`src/rtl/hvbc_pkg.sv`:
```
package hvbc_pkg;

   localparam int NUM_REGS     = 8;
   localparam int CODE_WIDTH   = 10;
   localparam int REG_IDX_WIDTH = 3;
   localparam int QUEUE_DEPTH  = 2;
   localparam int VOL_WIDTH    = 5;
   localparam int BRI_WIDTH    = 4;
   localparam int VOLUME_MAX_DEFAULT = 20;
   localparam int BRIGHT_MAX_DEFAULT = 10;

   localparam logic [15:0] EV_KEY = 16'd1;

   localparam logic [REG_IDX_WIDTH-1:0] REG_MENU   = 3'd0;
   localparam logic [REG_IDX_WIDTH-1:0] REG_POWER  = 3'd1;
   localparam logic [REG_IDX_WIDTH-1:0] REG_SELECT = 3'd2;
   localparam logic [REG_IDX_WIDTH-1:0] REG_START  = 3'd3;
   localparam logic [REG_IDX_WIDTH-1:0] REG_LEFT1  = 3'd4;
   localparam logic [REG_IDX_WIDTH-1:0] REG_RIGHT1 = 3'd5;
   localparam logic [REG_IDX_WIDTH-1:0] REG_LEFT2  = 3'd6;
   localparam logic [REG_IDX_WIDTH-1:0] REG_RIGHT2 = 3'd7;

   localparam logic [CODE_WIDTH-1:0] REG_RESET [NUM_REGS] = '{
      10'd1, 10'd116, 10'd97, 10'd28, 10'd18, 10'd20, 10'd15, 10'd14
   };

   typedef enum logic [1:0] {
      VAL_RELEASE = 2'd0,
      VAL_PRESS   = 2'd1,
      VAL_REPEAT  = 2'd2
   } val_type;

   typedef enum logic [2:0] {
      K_IGNORE,
      K_OTHER,
      K_MENU,
      K_POWER,
      K_SELECT,
      K_START,
      K_LEFT,
      K_RIGHT
   } kind_type;

   typedef struct packed {
      logic [15:0]           event_type;
      logic [CODE_WIDTH-1:0] key_code;
      logic [7:0]            key_value;
   } req_type;

   typedef struct packed {
      logic [VOL_WIDTH-1:0] volume_level;
      logic [BRI_WIDTH-1:0] brightness_level;
      logic                 volume_changed;
      logic                 brightness_changed;
      logic                 reboot_request;
   } rsp_type;

   typedef struct packed {
      kind_type kind;
      val_type  val;
   } cmd_type;

endpackage

```
`src/rtl/hotkey_volume_brightness_control.sv`:
```
// Hotkey volume and brightness control.
// Input channel (req_*): one key event word per accepted handshake, carrying
// event type, key code and key value. Result channel (rsp_*): exactly one word
// per event with the current volume and brightness levels and the flags for a
// level change or a completed menu+power reboot chord.
// Config port (csr_*): eight key-code registers, written with csr_we high;
// write them only while no event is in flight.
// An accepted event is written into the two-entry command queue behind the
// classifier and then into the output register, where its result word is valid;
// a stall on rsp_ready can hold the event in the queue.
// Throughput: one event per cycle while rsp_ready does not stall the result word;
// the executing stage updates the held flags and both levels as it takes each event.
// Reset: levels go to zero, held flags and the repeat toggle clear, the key
// codes return to their defaults and the queue empties.
// Stall: while rsp_ready is low the result word holds; the queue keeps
// accepting events until its two entries are full, then req_ready drops.
module hotkey_volume_brightness_control
   import hvbc_pkg::*;
#(
   parameter int VOLUME_MAX = VOLUME_MAX_DEFAULT,
   parameter int BRIGHT_MAX = BRIGHT_MAX_DEFAULT
)
(
   input  logic                     clock,
   input  logic                     reset,
   input  logic                     csr_we,
   input  logic [REG_IDX_WIDTH-1:0] csr_index,
   input  logic [CODE_WIDTH-1:0]    csr_wdata,
   input  logic                     req_valid,
   output logic                     req_ready,
   input  req_type                  req_data,
   output logic                     rsp_valid,
   input  logic                     rsp_ready,
   output rsp_type                  rsp_data
);

   logic    q_push, q_ready, q_pop, q_valid;
   cmd_type q_wdata, q_rdata;

   hvbc_front u_front (
      .clock     (clock),
      .reset     (reset),
      .csr_we    (csr_we),
      .csr_index (csr_index),
      .csr_wdata (csr_wdata),
      .req_valid (req_valid),
      .req_ready (req_ready),
      .req_data  (req_data),
      .q_push    (q_push),
      .q_data    (q_wdata),
      .q_ready   (q_ready)
   );

   hvbc_queue #(
      .DEPTH (QUEUE_DEPTH)
   ) u_queue (
      .clock      (clock),
      .reset      (reset),
      .push       (q_push),
      .push_data  (q_wdata),
      .push_ready (q_ready),
      .pop        (q_pop),
      .pop_data   (q_rdata),
      .pop_valid  (q_valid)
   );

   hvbc_back #(
      .VOLUME_MAX (VOLUME_MAX),
      .BRIGHT_MAX (BRIGHT_MAX)
   ) u_back (
      .clock     (clock),
      .reset     (reset),
      .q_valid   (q_valid),
      .q_data    (q_rdata),
      .q_pop     (q_pop),
      .rsp_valid (rsp_valid),
      .rsp_ready (rsp_ready),
      .rsp_data  (rsp_data)
   );

endmodule

```
`src/rtl/hvbc_front.sv`:
```
module hvbc_front
   import hvbc_pkg::*;
(
   input  logic                     clock,
   input  logic                     reset,
   input  logic                     csr_we,
   input  logic [REG_IDX_WIDTH-1:0] csr_index,
   input  logic [CODE_WIDTH-1:0]    csr_wdata,
   input  logic                     req_valid,
   output logic                     req_ready,
   input  req_type                  req_data,
   output logic                     q_push,
   output cmd_type                  q_data,
   input  logic                     q_ready
);

   logic [CODE_WIDTH-1:0] code_ff [NUM_REGS];
   logic [CODE_WIDTH-1:0] code_in [NUM_REGS];

   always_comb begin
      code_in = code_ff;
      if (csr_we) begin
         code_in[csr_index] = csr_wdata;
      end
   end

   always_ff @(posedge clock) begin
      if (reset) begin
         code_ff <= REG_RESET;
      end else begin
         code_ff <= code_in;
      end
   end

   // priority: menu, power, select, start, left one, left two, right one, right two
   always_comb begin
      q_data.val = val_type'(req_data.key_value[1:0]);
      if (req_data.event_type != EV_KEY || req_data.key_value > 8'(VAL_REPEAT)) begin
         q_data.kind = K_IGNORE;
      end else if (req_data.key_code == code_ff[REG_MENU]) begin
         q_data.kind = K_MENU;
      end else if (req_data.key_code == code_ff[REG_POWER]) begin
         q_data.kind = K_POWER;
      end else if (req_data.key_code == code_ff[REG_SELECT]) begin
         q_data.kind = K_SELECT;
      end else if (req_data.key_code == code_ff[REG_START]) begin
         q_data.kind = K_START;
      end else if (req_data.key_code == code_ff[REG_LEFT1] ||
                   req_data.key_code == code_ff[REG_LEFT2]) begin
         q_data.kind = K_LEFT;
      end else if (req_data.key_code == code_ff[REG_RIGHT1] ||
                   req_data.key_code == code_ff[REG_RIGHT2]) begin
         q_data.kind = K_RIGHT;
      end else begin
         q_data.kind = K_OTHER;
      end
   end

   assign req_ready = q_ready;
   assign q_push    = req_valid && q_ready;

endmodule

```
`src/rtl/hvbc_queue.sv`:
```
module hvbc_queue
   import hvbc_pkg::*;
#(
   parameter int DEPTH = QUEUE_DEPTH
)
(
   input  logic    clock,
   input  logic    reset,
   input  logic    push,
   input  cmd_type push_data,
   output logic    push_ready,
   input  logic    pop,
   output cmd_type pop_data,
   output logic    pop_valid
);

   localparam int PTR_WIDTH = (DEPTH > 1) ? $clog2(DEPTH) : 1;
   localparam int CNT_WIDTH = $clog2(DEPTH + 1);

   cmd_type                entry_ff [DEPTH];
   logic [PTR_WIDTH-1:0]   wr_ptr_ff, wr_ptr_in;
   logic [PTR_WIDTH-1:0]   rd_ptr_ff, rd_ptr_in;
   logic [CNT_WIDTH-1:0]   count_ff, count_in;
   logic                   do_push, do_pop;

   assign push_ready = (count_ff != CNT_WIDTH'(DEPTH));
   assign pop_valid  = (count_ff != '0);
   assign pop_data   = entry_ff[rd_ptr_ff];
   assign do_push    = push && push_ready;
   assign do_pop     = pop && pop_valid;

   always_comb begin
      wr_ptr_in = wr_ptr_ff;
      rd_ptr_in = rd_ptr_ff;
      count_in  = count_ff;
      if (do_push) begin
         wr_ptr_in = (wr_ptr_ff == PTR_WIDTH'(DEPTH - 1)) ? '0 : wr_ptr_ff + 1'b1;
      end
      if (do_pop) begin
         rd_ptr_in = (rd_ptr_ff == PTR_WIDTH'(DEPTH - 1)) ? '0 : rd_ptr_ff + 1'b1;
      end
      if (do_push && !do_pop) begin
         count_in = count_ff + 1'b1;
      end else if (do_pop && !do_push) begin
         count_in = count_ff - 1'b1;
      end
   end

   always_ff @(posedge clock) begin
      if (reset) begin
         wr_ptr_ff <= '0;
         rd_ptr_ff <= '0;
         count_ff  <= '0;
      end else begin
         wr_ptr_ff <= wr_ptr_in;
         rd_ptr_ff <= rd_ptr_in;
         count_ff  <= count_in;
      end
      if (do_push) begin
         entry_ff[wr_ptr_ff] <= push_data;
      end
   end

endmodule

```
`src/rtl/hvbc_back.sv`:
```
module hvbc_back
   import hvbc_pkg::*;
#(
   parameter int VOLUME_MAX = VOLUME_MAX_DEFAULT,
   parameter int BRIGHT_MAX = BRIGHT_MAX_DEFAULT
)
(
   input  logic    clock,
   input  logic    reset,
   input  logic    q_valid,
   input  cmd_type q_data,
   output logic    q_pop,
   output logic    rsp_valid,
   input  logic    rsp_ready,
   output rsp_type rsp_data
);

   localparam logic [VOL_WIDTH-1:0] VOL_TOP =
      VOL_WIDTH'((VOLUME_MAX > (2**VOL_WIDTH - 1)) ? (2**VOL_WIDTH - 1) : VOLUME_MAX);
   localparam logic [BRI_WIDTH-1:0] BRI_TOP =
      BRI_WIDTH'((BRIGHT_MAX > (2**BRI_WIDTH - 1)) ? (2**BRI_WIDTH - 1) : BRIGHT_MAX);

   logic                 select_ff, select_in;
   logic                 start_ff, start_in;
   logic                 menu_ff, menu_in;
   logic                 power_ff, power_in;
   logic                 phase_ff, phase_in;
   logic                 halted_ff, halted_in;
   logic [VOL_WIDTH-1:0] volume_ff, volume_in;
   logic [BRI_WIDTH-1:0] bright_ff, bright_in;
   logic                 rsp_valid_ff, rsp_valid_in;
   rsp_type              rsp_data_ff, rsp_data_in;
   logic                 act, vch, bch, reboot;

   assign q_pop     = q_valid && (!rsp_valid_ff || rsp_ready);
   assign rsp_valid = rsp_valid_ff;
   assign rsp_data  = rsp_data_ff;

   always_comb begin
      select_in = select_ff;
      start_in  = start_ff;
      menu_in   = menu_ff;
      power_in  = power_ff;
      phase_in  = phase_ff;
      halted_in = halted_ff;
      volume_in = volume_ff;
      bright_in = bright_ff;
      act       = 1'b0;
      vch       = 1'b0;
      bch       = 1'b0;
      reboot    = 1'b0;
      if (!halted_ff && q_data.kind != K_IGNORE) begin
         case (q_data.kind) inside
            K_MENU: begin
               if (q_data.val != VAL_REPEAT) menu_in = (q_data.val == VAL_PRESS);
            end
            K_POWER: begin
               if (q_data.val != VAL_REPEAT) power_in = (q_data.val == VAL_PRESS);
            end
            K_SELECT: begin
               if (q_data.val != VAL_REPEAT) select_in = (q_data.val == VAL_PRESS);
            end
            K_START: begin
               if (q_data.val != VAL_REPEAT) start_in = (q_data.val == VAL_PRESS);
            end
            K_LEFT, K_RIGHT: begin
               if (q_data.val == VAL_REPEAT) begin
                  act      = phase_ff;
                  phase_in = !phase_ff;
               end else begin
                  act      = (q_data.val == VAL_PRESS);
                  phase_in = 1'b0;
               end
               if (act && select_ff && !start_ff) begin
                  if (q_data.kind == K_LEFT && volume_ff != '0) begin
                     volume_in = volume_ff - 1'b1;
                     vch       = 1'b1;
                  end else if (q_data.kind == K_RIGHT && volume_ff < VOL_TOP) begin
                     volume_in = volume_ff + 1'b1;
                     vch       = 1'b1;
                  end
               end else if (act && start_ff && !select_ff) begin
                  if (q_data.kind == K_LEFT && bright_ff != '0) begin
                     bright_in = bright_ff - 1'b1;
                     bch       = 1'b1;
                  end else if (q_data.kind == K_RIGHT && bright_ff < BRI_TOP) begin
                     bright_in = bright_ff + 1'b1;
                     bch       = 1'b1;
                  end
               end
            end
            default: begin
            end
         endcase
         if (menu_in && power_in) begin
            menu_in   = 1'b0;
            power_in  = 1'b0;
            reboot    = 1'b1;
            halted_in = 1'b1;
         end
      end
      rsp_data_in.volume_level       = volume_in;
      rsp_data_in.brightness_level   = bright_in;
      rsp_data_in.volume_changed     = vch;
      rsp_data_in.brightness_changed = bch;
      rsp_data_in.reboot_request     = reboot;
      rsp_valid_in = q_pop || (rsp_valid_ff && !rsp_ready);
   end

   always_ff @(posedge clock) begin
      if (reset) begin
         select_ff    <= 1'b0;
         start_ff     <= 1'b0;
         menu_ff      <= 1'b0;
         power_ff     <= 1'b0;
         phase_ff     <= 1'b0;
         halted_ff    <= 1'b0;
         volume_ff    <= '0;
         bright_ff    <= '0;
         rsp_valid_ff <= 1'b0;
      end else begin
         rsp_valid_ff <= rsp_valid_in;
         if (q_pop) begin
            select_ff <= select_in;
            start_ff  <= start_in;
            menu_ff   <= menu_in;
            power_ff  <= power_in;
            phase_ff  <= phase_in;
            halted_ff <= halted_in;
            volume_ff <= volume_in;
            bright_ff <= bright_in;
         end
      end
      if (q_pop) begin
         rsp_data_ff <= rsp_data_in;
      end
   end

endmodule

```
`config.mk`:
```
export PLATFORM = sky130hd
export DESIGN_NAME = hotkey_volume_brightness_control
export DESIGN_NICKNAME = d
export VERILOG_FILES = /design/src/rtl/hvbc_pkg.sv /design/src/rtl/hotkey_volume_brightness_control.sv /design/src/rtl/hvbc_front.sv /design/src/rtl/hvbc_queue.sv /design/src/rtl/hvbc_back.sv
export SDC_FILE = /design/constraint.sdc
export NUM_CORES = 1
export LEC_CHECK = 0
export ABC_AREA = 1
export BUFFER_PORTS_ARGS = -buffer_cell sky130_fd_sc_hd__buf_2
export CAP_MARGIN = 20
export CORE_ASPECT_RATIO = 1.5
export CORE_MARGIN = 2
export CORE_UTILIZATION = 59
export DETAILED_ROUTE_END_ITERATION = 10
export PLACE_DENSITY = 0.8
export SYNTH_ARGS = -nofsm -noshare
export SYNTH_HDL_FRONTEND = slang
export SYNTH_SLANG_ARGS = --single-unit
```
`constraint.sdc`:
```
create_clock -name clock -period 2 [get_ports clock]
set_input_delay 0 -clock clock [delete_from_list [all_inputs] [get_ports clock]]
set_output_delay 0 -clock clock [all_outputs]
set_load 0.02 [all_outputs]
```
==> metrics.md, run 1 <==
| Metric | Value |
|---|---|
| Worst-path maximum fanout | `10` |
| 1st-iter DRT viols | `between 300 and 400` |
| Num ports | `66` |
| Depth of the CTS H-tree | `4` |
| Transition at the pin with the smallest max-transition slack | `between 600 and 700 ps` |
| Cell at the root of the clock tree | `sky130_fd_sc_hd__clkbuf_16` |
| Clock Sinks | `123` |
| Die outline height | `approximately 130 um` |
| Internal | `between 5 and 6 mW` |
| WL per Instance | `14.6 um` |
| Portion of the clock cycle consumed by the worst path in the final layout | `between 90% and 100%` |
| Post-detailed-route count of antenna-violating nets | `0` |
| Via total after detailed routing | `slightly above 6000` |
| Type of the worst setup path | `register to register` |
| Placer's final routability congestion estimate | `approximately 0.85` |
| Worst vdd ir | `0.669 mV` |
| Syn-to-layout area delta | `18.4%` |
| CP startpoint kind | `register` |
| Average cell area after synthesis | `between 7 and 8 um2` |
| Fraction of final layout cells sized beyond drive strength 1 | `15.7%` |
| Total length of routed wires | `17000 um` |
| Initial core utilization | `about three fifths` |
| Library cell with the highest instance count after synthesis | `sky130_fd_sc_hd__nand2_1` |
| Cells after synthesis | `around 900` |
| Total global routing track utilization | `29.0%` |
| Leftover overflow at the end of global routing | `0` |
| Area of the core | `10900 um2` |
| Final Cell Area | `just under 8000 um2` |
| Power Density | `about 1200 nW/um2` |
| Quantity of I/O buffers inserted on ports | `65` |
| Detailed-placement wirelength estimate | `11800 um` |
| Final routed DRC violation total | `0` |
| Post-Route Skew | `slightly below 7 ps` |
| Static leakage | `between 3 and 4 nW` |
| Most repeated library cell on the critical path | `sky130_fd_sc_hd__nand2_1` |
| Leading cell types by total area after synthesis | `sky130_fd_sc_hd__dfxtp_1, sky130_fd_sc_hd__nand2_1, sky130_fd_sc_hd__edfxtp_1` |
| Deepest clock path buffer count | `2` |
| Critical-path cell list | `buf_4 -> inv_8 -> nand2_1 -> nand2_1 -> nor2_1 -> nand4_1 -> nand2_1 -> nand4_1 -> nand2_1 -> inv_1` |
| Combinational cell fraction of total power | `30.9%` |
| Shortest clock period the worst path allows after layout | `between 1500 and 2000 ps` |
| Final hold vios | `0` |
| # Max-Cap Violations | `0` |
| Synth top area share | `30.8%` |
| Outcome | `completed` |
| Source-to-sink clock delay at the later pin of the worst-skew pair | `~410 ps` |
| Final-report setup violation count | `0` |
| Post-synth EDFFs | `22` |
| Final antenna diode count | `0` |
| Post-synthesis instance area | `about 6600 um2` |
| Worst setup EP type | `register` |
| Vias per cell | `5.28` |
| Slew HR | `between 50 and 60%` |
| Max Clock Freq | `542 MHz` |
| Pin count of the biggest net entering global routing | `77` |
| Post-CTS Repair Setup Buffers | `0` |
| Horizontal die dimension | `between 90 and 100 um` |
| FF-to-FF End | `u_back.rsp_data[9]$_DFFE_PP_` |
| Area used by multi-input combinational logic | `roughly 3300 um2` |
| Placed cell areas | `approximately 7000 um2` |
| Sequential element share of the synthesized area | `40.8%` |
| Synth cell count leaders | `sky130_fd_sc_hd__nand2_1, sky130_fd_sc_hd__nor2_1, sky130_fd_sc_hd__inv_1` |
| Setup tns final | `0 ps` |
| Standard-cell rows | `47` |
| Count of state elements after synthesis | `123` |
| Post-synth ARST share | `0%` |
| Net count, final | `between 1000 and 1500` |
| Net switching share of the total power | `around 36%` |
| Seq pwr share | `35.4%` |
| Total of warnings raised by yosys | `0` |
| RSZ-0062 raised after global routing | `no` |
| Slew Viols, Final | `0` |
| Delay of the slowest cell on the worst path | `between 300 and 400 ps` |
| Net switching component of the power | `around 3.3 mW` |
| Wire length of the first global-routing pass | `between 20000 and 30000 um` |
| Cell taking the most area after synthesis | `sky130_fd_sc_hd__dfxtp_1` |
| Number of distinct library cells after synthesis | `just over 40` |
| Number of global-route vias before repair | `~6000` |
| CTS hold repair buffers | `15` |
| Clock buffer count from CTS | `17` |
| Hold Path Class | `primary input to register` |
| Clock tree from TritonCTS | `built` |
| Clock transition at path regs | `60 ps` |
| Layout filler cell count | `893` |
| Most used flip-flop cell after synthesis | `sky130_fd_sc_hd__dfxtp_1` |
| Total die area | `approximately 12000 um2` |
| Depth of the worst register-to-register path | `10` |
| Destination of the critical timing path | `u_back.rsp_data[9]$_DFFE_PP_` |
| Post-Syn Nets | `between 900 and 1000` |
| Slowest-stage cell, CP | `sky130_fd_sc_hd__dfxtp_1` |
| PostCTS Resize Cnt | `0` |
| Overall power after layout | `between 9 and 10 mW` |
| Area of all sequential standard cells | `around 2700 um2` |
| Register-to-register path setup slack | `150 ps` |
| CP Data Arrival Time | `around 2000 ps` |
| Initial antenna violation count | `0` |
| Clock network power share | `33.7%` |
| TritonRoute pass-1 iters | `7` |
| Critical path required time | `2170 ps` |
kinds of logic (layout without fill, tap and decap cells):
kind of cell	Yosys count	in the layout	share of synthesized area, %
xor+xnor	45	45	6.00
fa+ha+maj	5	5	0.952
buf+inv	147	237	9.06
flops	123	123	40.8
simple gates	458	458	31.3
compound gates	148	148	11.9
placed cells by master, fill, tap and decap left out, types with 22 or more instances in the layout:
master / count
sky130_fd_sc_hd__dfxtp_1: 101
sky130_fd_sc_hd__buf_2: 65
sky130_fd_sc_hd__nand3_1: 46
sky130_fd_sc_hd__nand2_1: 190
sky130_fd_sc_hd__a21oi_1: 49
sky130_fd_sc_hd__nor2_1: 161
sky130_fd_sc_hd__inv_1: 101
sky130_fd_sc_hd__o21ai_0: 83
sky130_fd_sc_hd__edfxtp_1: 22
sky130_fd_sc_hd__xor2_1: 35
state kept, by name, indices dropped and copies added, names as in the netlist, named ones only:
name,cells
u_back.rsp_valid,1
u_back.phase_ff,1
u_queue.rd_ptr_ff,1
u_back.menu_ff,1
u_queue.count_ff,2
u_queue.wr_ptr_ff,1
u_back.start_ff,1
u_back.bright_ff,4
u_back.power_ff,1
u_queue.entry_ff,10
u_back.volume_ff,5
u_back.select_ff,1
u_front.code_ff,80
u_back.rsp_data,12
u_back.halted_ff,1
final cells by class:
cell class | instances | share of cell area, %
multi-input combinational | 656 | 42.3
clock buffer | 18 | 5.79
timing repair buffer | 95 | 7.72
tap | 147 | 2.36
inverter | 110 | 5.47
clock inverter | 14 | 1.83
sequential | 123 | 34.5
how the worst min path moves through the flow:
stage | start | endpoint | slack, ps | depth (start not counted)
floorplan | req_data[0] | u_queue.entry_ff[0][0]$_DFFE_PP_ | 100 | 0
global placement | req_data[1] | u_queue.entry_ff[1][1]$_DFFE_PP_ | 200 | 1
detailed placement | req_data[1] | u_queue.entry_ff[0][1]$_DFFE_PP_ | 210 | 1
CTS | req_valid | u_queue.wr_ptr_ff$_SDFFE_PP0P_ | 20 | 5
global route | req_valid | u_queue.wr_ptr_ff$_SDFFE_PP0P_ | 100 | 5
finish | req_valid | u_queue.wr_ptr_ff$_SDFFE_PP0P_ | 20 | 5
critical path, delay by kind of cell, from the launching register on:
family                 cells  cell delay, ps
buffers and inverters      3             310
DFF                        1             310
and+or+nand+nor            7             970
power by group through the flow:
stage	sequential [mW]	clock, mW	combinational, mW
after CTS	3.20	3.08	2.79
after floorplan	3.37	0	1.93
after global routing	3.25	3.19	3.11
after global placement	3.23	0	2.67
final	3.21	3.06	2.80
after detailed placement	3.25	0	2.73
per-stage QoR:
stage / cells / hold slack, ps / worst slack, ps / util (%)
after floorplan: 926 / 98.9 / 444 / -
after global placement: 1116 / 202 / 329 / 64.3
after detailed placement: 1116 / 211 / 282 / 64.3
after CTS: 1163 / 21.6 / 237 / 71.1
after global routing: 1163 / 97.1 / 73.0 / 71.1
final: 1163 / 20.1 / 154 / 71.1
metal layers:
| metal | vias to the layer above | GRT usage [%] | wire length [um] |
|---|---|---|---|
| met5 | - | 0 | 0 |
| met4 | 0 | 13.8 | 592 |
| met3 | 48 | 4.92 | 806 |
| met2 | 197 | 56.6 | 9370 |
| met1 | 2810 | 29.4 | 6200 |
| li1 | 3088 | - | - |
Power figures use the tool's default switching activity.
==> inputs of run 2 (changes only) <==
- ABC_AREA: 1 -> 0
==> metrics.md, run 2 <==
| Metric | Value |
|---|---|
| Outcome | `complete, but fails checks` |
| Violated checks | `setup timing` |
| Power Density | `985 nW/um2 (-16%)` |
| Max Clock Freq | `487 MHz (-10%)` |
| Number of global-route vias before repair | `5574 (-5.2%)` |
| Num ports | `66 (unchanged)` |
| Setup tns final | `-332 ps (-332 ps)` |
| Initial antenna violation count | `0 (unchanged)` |
| Commonest cells after routing, fill and taps aside | `sky130_fd_sc_hd__nand2_1, sky130_fd_sc_hd__dfxtp_1, sky130_fd_sc_hd__a21oi_1` |
| 1st-iter DRT viols | `288 (-25%)` |
| Depth of the worst register-to-register path | `7 (-3)` |
| Slew HR | `49.2% (-9.3 points)` |
| Leading cell types by total area after synthesis | `sky130_fd_sc_hd__dfxtp_1, sky130_fd_sc_hd__nand2_1, sky130_fd_sc_hd__edfxtp_1` |
| Leftover overflow at the end of global routing | `0 (unchanged)` |
| Wire length of the first global-routing pass | `26200 um (-5.2%)` |
| Most common library cell in the layout ignoring fill and taps | `sky130_fd_sc_hd__nand2_1` |
| Slew Viols, Final | `0 (unchanged)` |
| Overall power after layout | `7.46 mW (-18%)` |
| Vias per cell | `5.92 (+12%)` |
| Count of state elements after synthesis | `123 (unchanged)` |
| RSZ-0062 raised after global routing | `yes` |
| Total die area | `11200 um2 (-6.9%)` |
| Seq pwr share | `39.0% (+3.6 points)` |
| Cell taking the most area after synthesis | `sky130_fd_sc_hd__dfxtp_1` |
| WHS Endpoint | `u_queue.entry_ff[0][3]$_DFFE_PP_` |
| Worst setup EP type | `register` |
| Final non-filler cell total | `946 (-19%)` |
| Worst path setup slack after routing | `-54.6 ps (-208 ps)` |
| Number of distinct library cells after synthesis | `60 (+46%)` |
| Final antenna diode count | `0 (unchanged)` |
| Net switching share of the total power | `30.9% (-5.3 points)` |
| TritonRoute pass-1 iters | `5 (-2)` |
| Critical path required time | `2290 ps (+120 ps)` |
| Library cell with the highest instance count after synthesis | `sky130_fd_sc_hd__nand2_1` |
| Worst vdd ir | `0.619 mV (-7.4%)` |
| Worst hold margin | `104 ps (+83.5 ps)` |
| Quantity of I/O buffers inserted on ports | `65 (unchanged)` |
| Net switching component of the power | `2.30 mW (-30%)` |
| Detailed-placement wirelength estimate | `11300 um (-4.7%)` |
| Final-report setup violation count | `12 (+12)` |
| Post-synth EDFFs | `22 (unchanged)` |
| FF-to-FF End | `u_back.volume_ff[3]$_SDFFE_PP0P_` |
| Cell count after placement | `896 (-20%)` |
| Sequential element share of the synthesized area | `44.0% (+3.2 points)` |
| Cells after synthesis | `720 (-22%)` |
| Total length of routed wires | `16600 um (-2.1%)` |
| Portion of the clock cycle consumed by the worst path in the final layout | `103% (+10 points)` |
| Standard-cell rows | `45 (-4.3%)` |
| Hold Path Class | `primary input to register` |
| CP Data Arrival Time | `2350 ps (+330 ps)` |
| Initial core utilization | `60.5% (+0.44 points)` |
| Clock tree from TritonCTS | `built` |
| Post-Place Worst Slack | `-164 ps (-446 ps)` |
| Final hold vios | `0 (unchanged)` |
| Source-to-sink clock delay at the later pin of the worst-skew pair | `420 ps (about the same)` |
| Cell at the root of the clock tree | `sky130_fd_sc_hd__clkbuf_16` |
| Post-detailed-route count of antenna-violating nets | `0 (unchanged)` |
| Placer's final routability congestion estimate | `0.900 (+5.7%)` |
| Most used flip-flop cell after synthesis | `sky130_fd_sc_hd__dfxtp_1` |
| WL per Instance | `17.6 um (+20%)` |
| Area of the core | `10100 um2 (-7.9%)` |
| Transition at the pin with the smallest max-transition slack | `760 ps (+138 ps)` |
| Layout filler cell count | `732 (-18%)` |
| Total of warnings raised by yosys | `0 (unchanged)` |
| Fraction of final layout cells sized beyond drive strength 1 | `20.1% (+4.4 points)` |
| Post-Route Skew | `9.43 ps (+2.58 ps)` |
| Max FFs per register | `80 (unchanged)` |
| Shortest clock period the worst path allows after layout | `2050 ps (+208 ps)` |
| Average cell area after synthesis | `8.47 um2 (+19%)` |
| Clock network power share | `39.1% (+5.4 points)` |
| Pin count of the biggest net entering global routing | `91 (+18%)` |
| Final routed DRC violation total | `0 (unchanged)` |
| Total global routing track utilization | `30.4% (+1.5 points)` |
| Synth cell count leaders | `sky130_fd_sc_hd__nand2_1, sky130_fd_sc_hd__dfxtp_1, sky130_fd_sc_hd__a21oi_1` |
| Syn-to-layout area delta | `24.2%` |
| Clock Sinks | `123 (unchanged)` |
| Depth of the CTS H-tree | `4 (unchanged)` |
| Register with the most flip-flops | `u_front.code_ff` |
| Die outline height | `129 um (-3.5%)` |
| Type of the worst setup path | `register to register` |
| Register-to-register path setup slack | `-50 ps (-210 ps)` |
| Synth top area share | `33.1% (+2.4 points)` |
| Post-Syn Nets | `777 (-21%)` |
| Hold Path Origin | `req_data[29]` |
| Internal | `5.16 mW (-11%)` |
| FF-to-FF Start | `u_queue.entry_ff[0][0]$_DFFE_PP_` |
| Via total after detailed routing | `5597 (-8.9%)` |
| Clock buffer count from CTS | `17 (unchanged)` |
| Worst-path maximum fanout | `5 (-5)` |
| Clock transition at path regs | `60 ps (about the same)` |
| Static leakage | `2.84 nW (-23%)` |
| Post-synthesis instance area | `6100 um2 (-7.2%)` |
| Horizontal die dimension | `87.0 um (-3.5%)` |
| Net count, final | `873 (-18%)` |
| Hold Path Depth | `5 (unchanged)` |
| Post-synth ARST share | `0% (unchanged)` |
| CP startpoint kind | `register` |
| Deepest clock path buffer count | `2 (unchanged)` |
| Combinational cell fraction of total power | `21.9% (-9.0 points)` |
| # Max-Cap Violations | `0 (unchanged)` |
[run 2: worst max-delay path by stage]
stage | start | endpoint | depth (start not counted)
2_1_floorplan | register | u_back.rsp_data[11]$_DFFE_PP_ | 6
3_3_place_gp | register | u_back.volume_ff[1]$_SDFFE_PP0P_ | 6
3_5_place_dp | register | u_back.volume_ff[1]$_SDFFE_PP0P_ | 6
4_1_cts | u_queue.entry_ff[0][0]$_DFFE_PP_ | u_back.volume_ff[1]$_SDFFE_PP0P_ | 6
5_1_grt | u_queue.entry_ff[0][0]$_DFFE_PP_ | u_back.bright_ff[3]$_SDFFE_PP0P_ | 6
6_report | u_queue.entry_ff[0][0]$_DFFE_PP_ | u_back.volume_ff[3]$_SDFFE_PP0P_ | 7
[run 2: timing repair]
action                                 CTS  global route
endpoints found under the hold margin   95             0
cloned                                   0             0
pin swaps                               11             2
gates resized for setup                 24            16
buffers inserted                         2             0
hold buffers                            16             0
setup endpoints to repair               15            25
[run 2: area by class of cell]
type                    count  area [um2]  area share [%]
multi-input cells         547        3360            44.4
flip-flops and latches    123        2690            35.4
repair buffers            118         787            10.4
clock buffers              17         425            5.61
well taps                 117         146            1.93
clock inverters            15         139            1.83
inverters                   9        33.8           0.446
[run 2: cells by family (layout without fill, tap and decap cells)]
| logic type | after synthesis | in the layout | share of synthesized area (%) |
|---|---|---|---|
| multiplexers | 4 | 4 | 0.697 |
| XOR/XNOR | 95 | 95 | 13.6 |
| flip-flops | 123 | 123 | 44.0 |
| adder cells (fa/ha/maj) | 5 | 5 | 1.03 |
| AND/OR/NAND/NOR | 322 | 322 | 25.0 |
| AO/OA/AOI/OAI | 121 | 121 | 12.5 |
| buffers and inverters | 50 | 159 | 3.14 |
[run 2: through the flow]
stage,util (%),cell area [um2]
2_1_floorplan,-,6100
4_1_cts,74.6,7520
3_3_place_gp,66.4,6690
6_report,75.2,7580
3_5_place_dp,66.4,6690
5_1_grt,75.2,7580
[run 2: routing by layer]
layer,routed length [um],up-vias,track usage [%],part of all wire [%]
met2,8890,223,53.7,53
met3,895,68,6.86,5.4
met4,910,0,20.5,5.5
met5,0,-,0,0
li1,-,2656,-,-
met1,5930,2650,31.4,36
[run 2: power groups by stage]
stage                     clock, mW  combinational [mW]  sequential, mW
after floorplan                   0               0.841            3.06
after global placement            0                1.46            2.95
after detailed placement          0                1.51            2.96
after CTS                      2.94                1.60            2.90
after global routing           3.04                1.76            2.93
final                          2.92                1.64            2.91
[run 2: worst max-delay path, stage by stage (launching register included)]
cell and delay (ps):
sky130_fd_sc_hd__edfxtp_1 380, sky130_fd_sc_hd__or3b_4 390, sky130_fd_sc_hd__a21bo_4 250, sky130_fd_sc_hd__a2111oi_4 340, sky130_fd_sc_hd__buf_4 190, sky130_fd_sc_hd__o211ai_1 120
sky130_fd_sc_hd__xor2_1 190, sky130_fd_sc_hd__nor2_1 70
